--- src/rtl/tbc_pkg.sv ---
// ----------------------------------------------------------------------------
// Three-band crossover package
// Widths, register codes, controller types and saturation helpers.
// ----------------------------------------------------------------------------
package tbc_pkg;

	localparam int SAMPLE_BITS = 24;
	localparam int COEF_BITS   = 16;
	localparam int STATE_BITS  = 32;
	localparam int EXTRA_BITS  = STATE_BITS - SAMPLE_BITS;
	localparam int FRAC_BITS   = SAMPLE_BITS - 5;

	// Filter difference operand, coefficient product, shifted product and sum.
	localparam int OPND_BITS = STATE_BITS + 2;
	localparam int PROD_BITS = COEF_BITS + 1 + OPND_BITS;
	localparam int STEP_BITS = PROD_BITS - COEF_BITS;
	localparam int SUM_BITS  = STEP_BITS + 1;

	// High band and mid band after the return to sample scale.
	localparam int HIGH_BITS = OPND_BITS - EXTRA_BITS;
	localparam int MID_BITS  = SUM_BITS - EXTRA_BITS;
	localparam int MID_LIMIT = 10 * (2 ** FRAC_BITS);

	localparam int APB_ADDR_BITS = 3;
	localparam int APB_DATA_BITS = 32;

	typedef logic signed [SAMPLE_BITS-1:0] sample_t;
	typedef logic        [COEF_BITS-1:0]   coef_t;
	typedef logic signed [STATE_BITS-1:0]  state_t;
	typedef logic signed [OPND_BITS-1:0]   opnd_t;
	typedef logic signed [PROD_BITS-1:0]   prod_t;
	typedef logic signed [STEP_BITS-1:0]   step_t;
	typedef logic signed [SUM_BITS-1:0]    sum_t;
	typedef logic signed [HIGH_BITS-1:0]   high_t;
	typedef logic signed [MID_BITS-1:0]    mid_t;

	localparam coef_t LOW_COEF_RESET  = coef_t'(1693);
	localparam coef_t HIGH_COEF_RESET = coef_t'(21288);

	// Register index, taken from the word address.
	typedef enum logic [0:0] {
		REG_LOW_COEF  = 1'b0,
		REG_HIGH_COEF = 1'b1
	} reg_idx_t;

	typedef struct packed {
		coef_t low_coef;
		coef_t high_coef;
	} cfg_t;

	typedef enum logic [2:0] {
		ST_IDLE,
		ST_L1,
		ST_H1,
		ST_L2,
		ST_H2,
		ST_FIN,
		ST_WAIT
	} ctrl_state_t;

	// Which filter difference goes into the shared multiplier.
	typedef enum logic [1:0] {
		MUL_L1,
		MUL_H1,
		MUL_L2,
		MUL_H2
	} mul_sel_t;

	// Which stage memory takes the shifted product.
	typedef enum logic [1:0] {
		UPD_LS1,
		UPD_HS1,
		UPD_LS2,
		UPD_HS2
	} upd_sel_t;

	typedef struct packed {
		logic     load_x;
		logic     mul_en;
		mul_sel_t mul_sel;
		logic     upd_en;
		upd_sel_t upd_sel;
		logic     load_out;
	} dp_cmd_t;

	function automatic state_t sat_state(input sum_t v);
		state_t r;
		r = v[STATE_BITS-1:0];
		if ((v[SUM_BITS-1:STATE_BITS-1] != '0) && (v[SUM_BITS-1:STATE_BITS-1] != '1)) begin
			r = v[SUM_BITS-1] ? {1'b1, {(STATE_BITS-1){1'b0}}}
			                  : {1'b0, {(STATE_BITS-1){1'b1}}};
		end
		return r;
	endfunction

	function automatic sample_t sat_high(input high_t v);
		sample_t r;
		r = v[SAMPLE_BITS-1:0];
		if ((v[HIGH_BITS-1:SAMPLE_BITS-1] != '0) && (v[HIGH_BITS-1:SAMPLE_BITS-1] != '1)) begin
			r = v[HIGH_BITS-1] ? {1'b1, {(SAMPLE_BITS-1){1'b0}}}
			                   : {1'b0, {(SAMPLE_BITS-1){1'b1}}};
		end
		return r;
	endfunction

endpackage

--- src/rtl/tbc_if.sv ---
// ----------------------------------------------------------------------------
// Three-band crossover stream interfaces
// Valid/ready channels for the input sample and for the three band outputs.
// ----------------------------------------------------------------------------
interface tbc_in_if import tbc_pkg::*; ();
	logic    valid;
	logic    ready;
	sample_t sample_in;

	modport source (output valid, output sample_in, input ready);
	modport sink (input valid, input sample_in, output ready);
endinterface

interface tbc_out_if import tbc_pkg::*; ();
	logic    valid;
	logic    ready;
	sample_t low_band;
	sample_t mid_band;
	sample_t high_band;

	modport source (output valid, output low_band, output mid_band, output high_band,
		input ready);
	modport sink (input valid, input low_band, input mid_band, input high_band,
		output ready);
endinterface

--- src/rtl/tbc_cfg.sv ---
// ----------------------------------------------------------------------------
// Three-band crossover register file
// APB-style coefficient registers, one word each.
// ----------------------------------------------------------------------------
module tbc_cfg import tbc_pkg::*; (
	input  logic                     clk,
	input  logic                     arst_n,
	input  logic                     psel,
	input  logic                     penable,
	input  logic                     pwrite,
	input  logic [APB_ADDR_BITS-1:0] paddr,
	input  logic [APB_DATA_BITS-1:0] pwdata,
	output logic [APB_DATA_BITS-1:0] prdata,
	output logic                     pready,
	output cfg_t                     cfg
);

	cfg_t     cfg_q;
	reg_idx_t idx;
	logic     wr_en;

	// Registers are word addressed; the byte offset bits are not decoded.
	assign idx    = reg_idx_t'(paddr[2]);
	assign pready = 1'b1;
	assign wr_en  = psel && penable && pwrite && pready;

	always_ff @(posedge clk or negedge arst_n) begin
		if (!arst_n) begin
			cfg_q.low_coef  <= LOW_COEF_RESET;
			cfg_q.high_coef <= HIGH_COEF_RESET;
		end else if (wr_en) begin
			case (idx)
				REG_LOW_COEF:  cfg_q.low_coef  <= pwdata[COEF_BITS-1:0];
				REG_HIGH_COEF: cfg_q.high_coef <= pwdata[COEF_BITS-1:0];
				default: ;
			endcase
		end
	end

	always_comb begin
		case (idx)
			REG_LOW_COEF:  prdata = APB_DATA_BITS'(cfg_q.low_coef);
			REG_HIGH_COEF: prdata = APB_DATA_BITS'(cfg_q.high_coef);
			default:       prdata = '0;
		endcase
	end

	assign cfg = cfg_q;

endmodule

--- src/rtl/tbc_ctrl.sv ---
// ----------------------------------------------------------------------------
// Three-band crossover controller
// Sequences the four shared-multiplier products and the result handoff.
// ----------------------------------------------------------------------------
module tbc_ctrl import tbc_pkg::*; (
	input  logic    clk,
	input  logic    arst_n,
	input  logic    in_valid,
	output logic    in_ready,
	output logic    out_valid,
	input  logic    out_ready,
	output dp_cmd_t cmd
);

	ctrl_state_t state_q;
	ctrl_state_t state_nxt;
	logic        out_valid_q;
	logic        slot_free;

	// The result register can take a new item when empty or being emptied.
	assign slot_free = !out_valid_q || out_ready;

	always_comb begin
		state_nxt = state_q;
		case (state_q)
			ST_IDLE: if (in_valid) state_nxt = ST_L1;
			ST_L1:   state_nxt = ST_H1;
			ST_H1:   state_nxt = ST_L2;
			ST_L2:   state_nxt = ST_H2;
			ST_H2:   state_nxt = ST_FIN;
			ST_FIN, ST_WAIT: begin
				if (!slot_free) begin
					state_nxt = ST_WAIT;
				end else if (in_valid) begin
					state_nxt = ST_L1;
				end else begin
					state_nxt = ST_IDLE;
				end
			end
			default: state_nxt = ST_IDLE;
		endcase
	end

	always_comb begin
		cmd      = '0;
		in_ready = 1'b0;
		case (state_q)
			ST_IDLE: in_ready = 1'b1;
			ST_L1: begin
				cmd.mul_en  = 1'b1;
				cmd.mul_sel = MUL_L1;
			end
			ST_H1: begin
				cmd.mul_en  = 1'b1;
				cmd.mul_sel = MUL_H1;
				cmd.upd_en  = 1'b1;
				cmd.upd_sel = UPD_LS1;
			end
			ST_L2: begin
				cmd.mul_en  = 1'b1;
				cmd.mul_sel = MUL_L2;
				cmd.upd_en  = 1'b1;
				cmd.upd_sel = UPD_HS1;
			end
			ST_H2: begin
				cmd.mul_en  = 1'b1;
				cmd.mul_sel = MUL_H2;
				cmd.upd_en  = 1'b1;
				cmd.upd_sel = UPD_LS2;
			end
			ST_FIN: begin
				cmd.upd_en   = 1'b1;
				cmd.upd_sel  = UPD_HS2;
				cmd.load_out = slot_free;
				in_ready     = slot_free;
			end
			ST_WAIT: begin
				cmd.load_out = slot_free;
				in_ready     = slot_free;
			end
			default: ;
		endcase
		cmd.load_x = in_valid && in_ready;
	end

	always_ff @(posedge clk or negedge arst_n) begin
		if (!arst_n) begin
			state_q     <= ST_IDLE;
			out_valid_q <= 1'b0;
		end else begin
			state_q <= state_nxt;
			if (cmd.load_out) begin
				out_valid_q <= 1'b1;
			end else if (out_ready) begin
				out_valid_q <= 1'b0;
			end
		end
	end

	assign out_valid = out_valid_q;

endmodule

--- src/rtl/tbc_dp.sv ---
// ----------------------------------------------------------------------------
// Three-band crossover datapath
// Stage memories, one shared coefficient multiplier, a saturating update
// adder and the result register.
// ----------------------------------------------------------------------------
module tbc_dp import tbc_pkg::*; (
	input  logic    clk,
	input  logic    arst_n,
	input  dp_cmd_t cmd,
	input  cfg_t    cfg,
	input  sample_t sample_in,
	output sample_t low_band,
	output sample_t mid_band,
	output sample_t high_band
);

	state_t  x_q;
	state_t  ls1_q;
	state_t  ls2_q;
	state_t  hs1_q;
	state_t  hs2_q;
	opnd_t   h1_q;
	opnd_t   h2_q;
	prod_t   prod_q;
	sample_t low_q;
	sample_t mid_q;
	sample_t high_q;

	opnd_t   opnd;
	coef_t   coef_sel;
	step_t   step;
	state_t  upd_base;
	state_t  upd_val;
	sum_t    mid_diff;
	mid_t    mid_full;
	mid_t    mid_lim;
	sample_t mid_clamped;
	high_t   high_full;

	always_comb begin
		case (cmd.mul_sel)
			MUL_L1: begin
				opnd     = opnd_t'(x_q) - opnd_t'(ls1_q);
				coef_sel = cfg.low_coef;
			end
			MUL_H1: begin
				opnd     = opnd_t'(x_q) - opnd_t'(hs1_q);
				coef_sel = cfg.high_coef;
			end
			MUL_L2: begin
				opnd     = opnd_t'(ls1_q) - opnd_t'(ls2_q);
				coef_sel = cfg.low_coef;
			end
			MUL_H2: begin
				opnd     = h1_q - opnd_t'(hs2_q);
				coef_sel = cfg.high_coef;
			end
			default: begin
				opnd     = '0;
				coef_sel = '0;
			end
		endcase
	end

	// Dropping the low coefficient bits of a signed product is a floor shift.
	assign step = $signed(prod_q[PROD_BITS-1:COEF_BITS]);

	always_comb begin
		case (cmd.upd_sel)
			UPD_LS1: upd_base = ls1_q;
			UPD_HS1: upd_base = hs1_q;
			UPD_LS2: upd_base = ls2_q;
			UPD_HS2: upd_base = hs2_q;
			default: upd_base = '0;
		endcase
		upd_val = sat_state(sum_t'(upd_base) + sum_t'(step));
	end

	always_comb begin
		mid_diff  = sum_t'(x_q) - sum_t'(ls2_q) - sum_t'(h2_q);
		mid_full  = $signed(mid_diff[SUM_BITS-1:EXTRA_BITS]);
		mid_lim   = mid_t'(MID_LIMIT);
		high_full = $signed(h2_q[OPND_BITS-1:EXTRA_BITS]);
		if (mid_full > mid_lim) begin
			mid_clamped = sample_t'(mid_lim);
		end else if (mid_full < -mid_lim) begin
			mid_clamped = sample_t'(-mid_lim);
		end else begin
			mid_clamped = sample_t'(mid_full);
		end
	end

	always_ff @(posedge clk or negedge arst_n) begin
		if (!arst_n) begin
			ls1_q <= '0;
			ls2_q <= '0;
			hs1_q <= '0;
			hs2_q <= '0;
		end else if (cmd.upd_en) begin
			case (cmd.upd_sel)
				UPD_LS1: ls1_q <= upd_val;
				UPD_HS1: hs1_q <= upd_val;
				UPD_LS2: ls2_q <= upd_val;
				UPD_HS2: hs2_q <= upd_val;
				default: ;
			endcase
		end
	end

	always_ff @(posedge clk) begin
		if (cmd.load_x) begin
			x_q <= {sample_in, {EXTRA_BITS{1'b0}}};
		end
		if (cmd.mul_en) begin
			prod_q <= prod_t'($signed({1'b0, coef_sel})) * prod_t'(opnd);
			if (cmd.mul_sel == MUL_H1) begin
				h1_q <= opnd;
			end
			if (cmd.mul_sel == MUL_H2) begin
				h2_q <= opnd;
			end
		end
		if (cmd.load_out) begin
			low_q  <= ls2_q[STATE_BITS-1:EXTRA_BITS];
			mid_q  <= mid_clamped;
			high_q <= sat_high(high_full);
		end
	end

	assign low_band  = low_q;
	assign mid_band  = mid_q;
	assign high_band = high_q;

endmodule

--- src/rtl/three_band_crossover_splitter.sv ---
// ----------------------------------------------------------------------------
// Three-band crossover splitter
// Each accepted sample (signed Q4.19) yields one item of low, mid and high
// bands. Low is two cascaded one-pole lowpass stages on low_coef, high is two
// cascaded one-pole highpass stages on high_coef (both Q0.16, written over the
// APB-style port at byte addresses 0 and 4), and mid is the input minus both
// unsaturated bands, clamped to plus or minus 10.0. After acceptance one shared
// multiplier forms the four filter products in states L1, H1, L2 and H2; FIN
// applies the last memory update, and the result register is loaded in FIN, or
// in WAIT while the output side still holds the last result. The next item is
// accepted in the cycle its predecessor is loaded, not earlier. Coefficients
// must only change while the block is idle.
// ----------------------------------------------------------------------------
module three_band_crossover_splitter import tbc_pkg::*; (
	input  logic                     clk,
	input  logic                     arst_n,
	input  logic                     psel,
	input  logic                     penable,
	input  logic                     pwrite,
	input  logic [APB_ADDR_BITS-1:0] paddr,
	input  logic [APB_DATA_BITS-1:0] pwdata,
	output logic [APB_DATA_BITS-1:0] prdata,
	output logic                     pready,
	tbc_in_if.sink                   in_ch,
	tbc_out_if.source                out_ch
);

	cfg_t    cfg;
	dp_cmd_t cmd;

	tbc_cfg u_cfg (
		.clk     (clk),
		.arst_n  (arst_n),
		.psel    (psel),
		.penable (penable),
		.pwrite  (pwrite),
		.paddr   (paddr),
		.pwdata  (pwdata),
		.prdata  (prdata),
		.pready  (pready),
		.cfg     (cfg)
	);

	tbc_ctrl u_ctrl (
		.clk       (clk),
		.arst_n    (arst_n),
		.in_valid  (in_ch.valid),
		.in_ready  (in_ch.ready),
		.out_valid (out_ch.valid),
		.out_ready (out_ch.ready),
		.cmd       (cmd)
	);

	tbc_dp u_dp (
		.clk       (clk),
		.arst_n    (arst_n),
		.cmd       (cmd),
		.cfg       (cfg),
		.sample_in (in_ch.sample_in),
		.low_band  (out_ch.low_band),
		.mid_band  (out_ch.mid_band),
		.high_band (out_ch.high_band)
	);

	// A result is never loaded over one that is still waiting.
	a_no_overwrite: assert property (@(posedge clk) disable iff (!arst_n)
		cmd.load_out |-> (!out_ch.valid || out_ch.ready))
		else $error("result register loaded while holding an untaken item");

	// A loaded result is presented in the next cycle.
	a_load_shows: assert property (@(posedge clk) disable iff (!arst_n)
		cmd.load_out |=> out_ch.valid)
		else $error("loaded result not presented");

	// An accepted item starts with the first lowpass product.
	a_accept_starts: assert property (@(posedge clk) disable iff (!arst_n)
		cmd.load_x |=> (cmd.mul_en && cmd.mul_sel == MUL_L1))
		else $error("accepted item did not start the filter sequence");

	// Acceptance never coincides with a multiplier step of the current item.
	a_accept_idle_mul: assert property (@(posedge clk) disable iff (!arst_n)
		cmd.load_x |-> !cmd.mul_en)
		else $error("item accepted while products are in progress");

endmodule

--- src/flat_wrapper.sv ---
// flat-port wrapper written by rule: the top's interface ports become plain ports
module three_band_crossover_splitter_flat import tbc_pkg::*;
  (clk, arst_n, psel, penable, pwrite, paddr, pwdata, prdata, pready, in_ch_valid, in_ch_sample_in, in_ch_ready, out_ch_valid, out_ch_low_band, out_ch_mid_band, out_ch_high_band, out_ch_ready);
  tbc_in_if in_ch_i ();
  tbc_out_if out_ch_i ();
  input  logic clk;
  input  logic arst_n;
  input  logic psel;
  input  logic penable;
  input  logic pwrite;
  input  logic [APB_ADDR_BITS-1:0] paddr;
  input  logic [APB_DATA_BITS-1:0] pwdata;
  output logic [APB_DATA_BITS-1:0] prdata;
  output logic pready;
  input wire logic [$bits(in_ch_i.valid)-1:0] in_ch_valid;
  input wire logic [$bits(in_ch_i.sample_in)-1:0] in_ch_sample_in;
  output wire logic [$bits(in_ch_i.ready)-1:0] in_ch_ready;
  output wire logic [$bits(out_ch_i.valid)-1:0] out_ch_valid;
  output wire logic [$bits(out_ch_i.low_band)-1:0] out_ch_low_band;
  output wire logic [$bits(out_ch_i.mid_band)-1:0] out_ch_mid_band;
  output wire logic [$bits(out_ch_i.high_band)-1:0] out_ch_high_band;
  input wire logic [$bits(out_ch_i.ready)-1:0] out_ch_ready;
  assign in_ch_i.valid = in_ch_valid;
  assign in_ch_i.sample_in = in_ch_sample_in;
  assign in_ch_ready = in_ch_i.ready;
  assign out_ch_valid = out_ch_i.valid;
  assign out_ch_low_band = out_ch_i.low_band;
  assign out_ch_mid_band = out_ch_i.mid_band;
  assign out_ch_high_band = out_ch_i.high_band;
  assign out_ch_i.ready = out_ch_ready;
  three_band_crossover_splitter u_core (.clk(clk), .arst_n(arst_n), .psel(psel), .penable(penable), .pwrite(pwrite), .paddr(paddr), .pwdata(pwdata), .prdata(prdata), .pready(pready), .in_ch(in_ch_i), .out_ch(out_ch_i));
endmodule
--- config.mk ---
export PLATFORM = sky130hd
export DESIGN_NAME = three_band_crossover_splitter_flat
export DESIGN_NICKNAME = d
export VERILOG_FILES = /design/src/rtl/tbc_pkg.sv /design/src/rtl/tbc_if.sv /design/src/rtl/tbc_cfg.sv /design/src/rtl/tbc_ctrl.sv /design/src/rtl/tbc_dp.sv /design/src/rtl/three_band_crossover_splitter.sv /design/src/flat_wrapper.sv
export SDC_FILE = /design/constraint.sdc
export NUM_CORES = 2
export LEC_CHECK = 0
export BUFFER_PORTS_ARGS = -buffer_cell sky130_fd_sc_hd__buf_2
export CAP_MARGIN = 20
export CORE_ASPECT_RATIO = 1.4
export CORE_MARGIN = 3
export CORE_UTILIZATION = 65
export CTS_CLUSTER_SIZE = 16
export DETAILED_ROUTE_END_ITERATION = 7
export PLACE_DENSITY = 0.83
export SYNTH_ARGS = -nofsm -noshare
export SYNTH_HDL_FRONTEND = slang
export SYNTH_SLANG_ARGS = --single-unit
--- constraint.sdc ---
create_clock -name clk -period 10.2 [get_ports clk]
set_input_delay 1.02 -clock clk [delete_from_list [all_inputs] [get_ports clk]]
set_output_delay 1.02 -clock clk [all_outputs]
set_load 0.01 [all_outputs]
==> summary.txt <==
Status = finished, final reports clean
Critical Path RT = 10.53 ns
Setup violators final = 0
Crit-path slowest cell = fa_1
WP buf/inv = 5
Detailed Routing Iterations Pass 1 = 6
Routability cong. = 0.9610
Top cells by area, synth = fa_1 24%, edfxtp_1 14%, ha_1 8.7%, dfrtp_1 8.6%, inv_1 6.8%
# fillers = 5129
Syn Inst Count = 4852
Synth Register Bits = 363
Fraction of synthesized cell area in xor and xnor cells = 3.553%
Most common flop cell mapped by yosys = edfxtp_1
Share of the synthesized area in the top cell type = 24.41%
Yosys warning count = 0
Mux cell area share after synthesis = 2.926%
R2R setup slack = 0.44 ns
Core area = 66980 um^2
R2r endpoint = u_core.u_dp.prod_q[47]$_DFFE_PP_
Fmax = 0.1024 GHz
Final WL = 129200 um
DRC viols = 0
Hold WC Path Type = primary input to asynchronous set/reset pin
CP endpoint kind = flip-flop
Post-synth ARST share = 45.18%
Critical path's top delay family = adder cells
Critical path depth = 33
Postcts setup bufs = 0
Worst-case clock buffer depth = 3
Initial antenna violation count = 3
Max incr delay on CP = 0.55 ns
# H-tree levels = 2
RSZ-0062 raised after global routing = false
Area of the multi-input gates = 30310 um^2
Tightest Pin Transition = 1.105 ns
Root buffer cell = clkbuf_16
TritonCTS Buffers = 40
Clock slew at reported path FFs = 0.06 ns
Clock Skew = 0.04799 ns
Clock Latency Late Sink = 0.61 ns
Number of global-route vias before repair = 38336
Mean Syn Cell Area = 9.094 um^2
Sequential area share after synthesis = 22.88%
DRT iter0 DRCs = 2659
Worst Setup EP = u_core.u_dp.prod_q[47]$_DFFE_PP_
Post-synth EDFFs = 199
Cell Rows = 112
Reg2reg start = u_core.u_dp.ls1_q[4]$_DFFE_PN0P_
CTS tree = yes
Initial Util = 65.87%
Syn-to-layout area delta = 7.668%
Via/cell ratio = 6.242
Total GRT Usage = 36.65%
Adder-cell share of the synthesized area = 33.28%
Setup TNS = 0 ns
Most Frequent Cell on Critical Path = fa_1
Die area = 71090 um^2
Fraction of layout cells with a size suffix above 1 = 9.493%
Detailed Place HPWL = 102700 um
Largest area contributor in the netlist = fa_1
Unique masters post-synth = 97
Synthesized area = 44120 um^2
Final worst-path cycle share = 95.72%
Fin crit period = 9.764 ns
Hold-fix buffers at CTS = 0
# clock sinks = 363
Synth Area in Compound Gates = 13.89%
Crit path max fanout = 18
Worst Setup Path Type = flip-flop to flip-flop
IO Count = 173
Port Buf Inserts = 137
Via count = 36508
First-pass GRT wire length = 201400 um
WP data arrival = 10.10 ns
Antenna-violating nets left = 0
Simple-Gate Fraction of Synth Area = 14.62%
WL/cell = 22.09 um
Largest net degree at the start of global routing = 70
Sequential cell area = 10100 um^2
Max-Cap Viols = 0
Largest family of logic cells by synthesized area = adder cells
Worst Setup SP = u_core.u_dp.ls1_q[4]$_DFFE_PN0P_
Total congestion overflow = 0
Element type at the critical path start = flip-flop
Slew HR = 25.40%
Die H = 314.3 um
Die X = 226.2 um
R2R depth = 33
Max Slew Vio Count = 0
Hold Fails Final Rpt = 0
Final nets = 5873
==> worst register-to-register path: cells and delay by family, from the launching register on <==
family	cells	cell delay [ns]
compound gates	15	3.64
xor+xnor	2	0.26
fa+ha+maj	8	3.78
buf+inv	5	0.65
flops	1	0.50
simple gates	3	0.70
==> cell usage in the layout (no fill, tap or decap), types with 15 or more instances in the layout <==
master,instances
xor2_1,72
nand2b_1,35
nand3_1,62
buf_2,136
edfxtp_1,199
xnor2_1,105
mux2i_1,57
o21ai_0,247
nor2b_1,23
nor2_1,181
or3_1,16
and3_1,33
a211oi_1,33
nor3_1,54
fa_1,538
o211ai_1,29
and2_1,174
nand2_1,674
nand4_1,32
a21oi_1,231
ha_1,308
a31oi_1,29
dfrtp_1,150
inv_1,794
o221ai_1,31
clkbuf_16,43
o21a_1,42
nand3b_1,15
conb_1,17
buf_4,127
a21o_1,91
o21bai_1,21
mux2_2,64
==> per-stage QoR <==
step / hold slack (ns) / instance area (um^2) / worst slack, ns / cells / util [%]
floorplan: 0.4498 / 44180 / 1.219 / 4867 / -
global placement: 0.4615 / 46120 / 0.4601 / 5773 / 68.86
detailed placement: 0.4719 / 46120 / 0.3319 / 5773 / 68.86
CTS: 0.3024 / 47440 / 0.2941 / 5847 / 70.82
global route: 0.3254 / 47510 / 0.09573 / 5849 / 70.92
finish: 0.3034 / 47510 / 0.4362 / 5849 / 70.92
==> Yosys cell counts, types with 91 or more instances <==
library cell / instances
a21o_1: 91
a21oi_1: 231
and2_1: 174
clkbuf_1: 179
dfrtp_1: 151
edfxtp_1: 199
fa_1: 538
ha_1: 308
inv_1: 794
nand2_1: 675
nor2_1: 183
o21ai_0: 248
xnor2_1: 107
==> state kept, by name (all words and copies together), names as in the netlist <==
signal                   cells
u_core.u_dp.prod_q          35
u_core.u_dp.x_q             24
u_core.u_ctrl.state_q        3
u_core.u_dp.ls1_q           32
u_core.u_dp.mid_band        24
u_core.u_ctrl.out_valid      1
u_core.u_dp.low_band        24
u_core.u_dp.high_band       24
u_core.u_dp.ls2_q           32
u_core.u_dp.h2_q            34
u_core.u_dp.h1_q            34
u_core.u_dp.hs1_q           32
u_core.u_cfg.cfg            32
u_core.u_dp.hs2_q           32
==> layer usage <==
layer / track usage [%] / vias to the layer above / wire [um]
li1: - / 16239 / -
met4: 23.68 / 2 / 9962
met1: 42.64 / 17915 / 46010
met2: 63.09 / 1799 / 63350
met5: 0 / - / 9
met3: 5.429 / 553 / 9898
==> how the worst min path moves through the flow <==
stage | startpoint | end | slack (ns) | cells after the start
finish | arst_n | u_core.u_dp.ls2_q[29]$_DFFE_PN0P_ | 0.30 | 1
global route | arst_n | u_core.u_dp.ls2_q[29]$_DFFE_PN0P_ | 0.33 | 1
CTS | arst_n | u_core.u_dp.ls2_q[29]$_DFFE_PN0P_ | 0.30 | 1
detailed placement | u_core.u_dp.hs1_q[11]$_DFFE_PN0P_ | u_core.u_dp.hs1_q[11]$_DFFE_PN0P_ | 0.47 | 2
global placement | u_core.u_dp.hs1_q[19]$_DFFE_PN0P_ | u_core.u_dp.hs1_q[19]$_DFFE_PN0P_ | 0.46 | 2
floorplan | u_core.u_dp.hs1_q[10]$_DFFE_PN0P_ | u_core.u_dp.hs1_q[10]$_DFFE_PN0P_ | 0.45 | 2
==> cell families after synthesis <==
kind of cell    count (synthesis)
xor+xnor                      179
simple gates                 1377
other cells                     2
compound gates                944
mux                           121
buf+inv                      1014
flops                         363
fa+ha+maj                     852
==> cell type report <==
| class | count | share of cell area (%) |
|---|---|---|
| timing repair buffer | 268 | 3.621 |
| tap | 855 | 2.252 |
| multi-input combinational | 3490 | 63.79 |
| inverter | 798 | 6.305 |
| sequential | 363 | 21.26 |
| antenna | 1 | 0.005268 |
| clock buffer | 61 | 2.576 |
| clock inverter | 13 | 0.1870 |
==> repair_timing <==
| action | in CTS | in global routing |
|---|---|---|
| endpoints found under the setup margin | 0 | 14 |
| endpoints found under the hold margin | 0 | 0 |
| gates resized for setup | 0 | 11 |
Power is not shown: default switching activity piles up to over one toggle a cycle in this logic, so the estimate is an artifact.
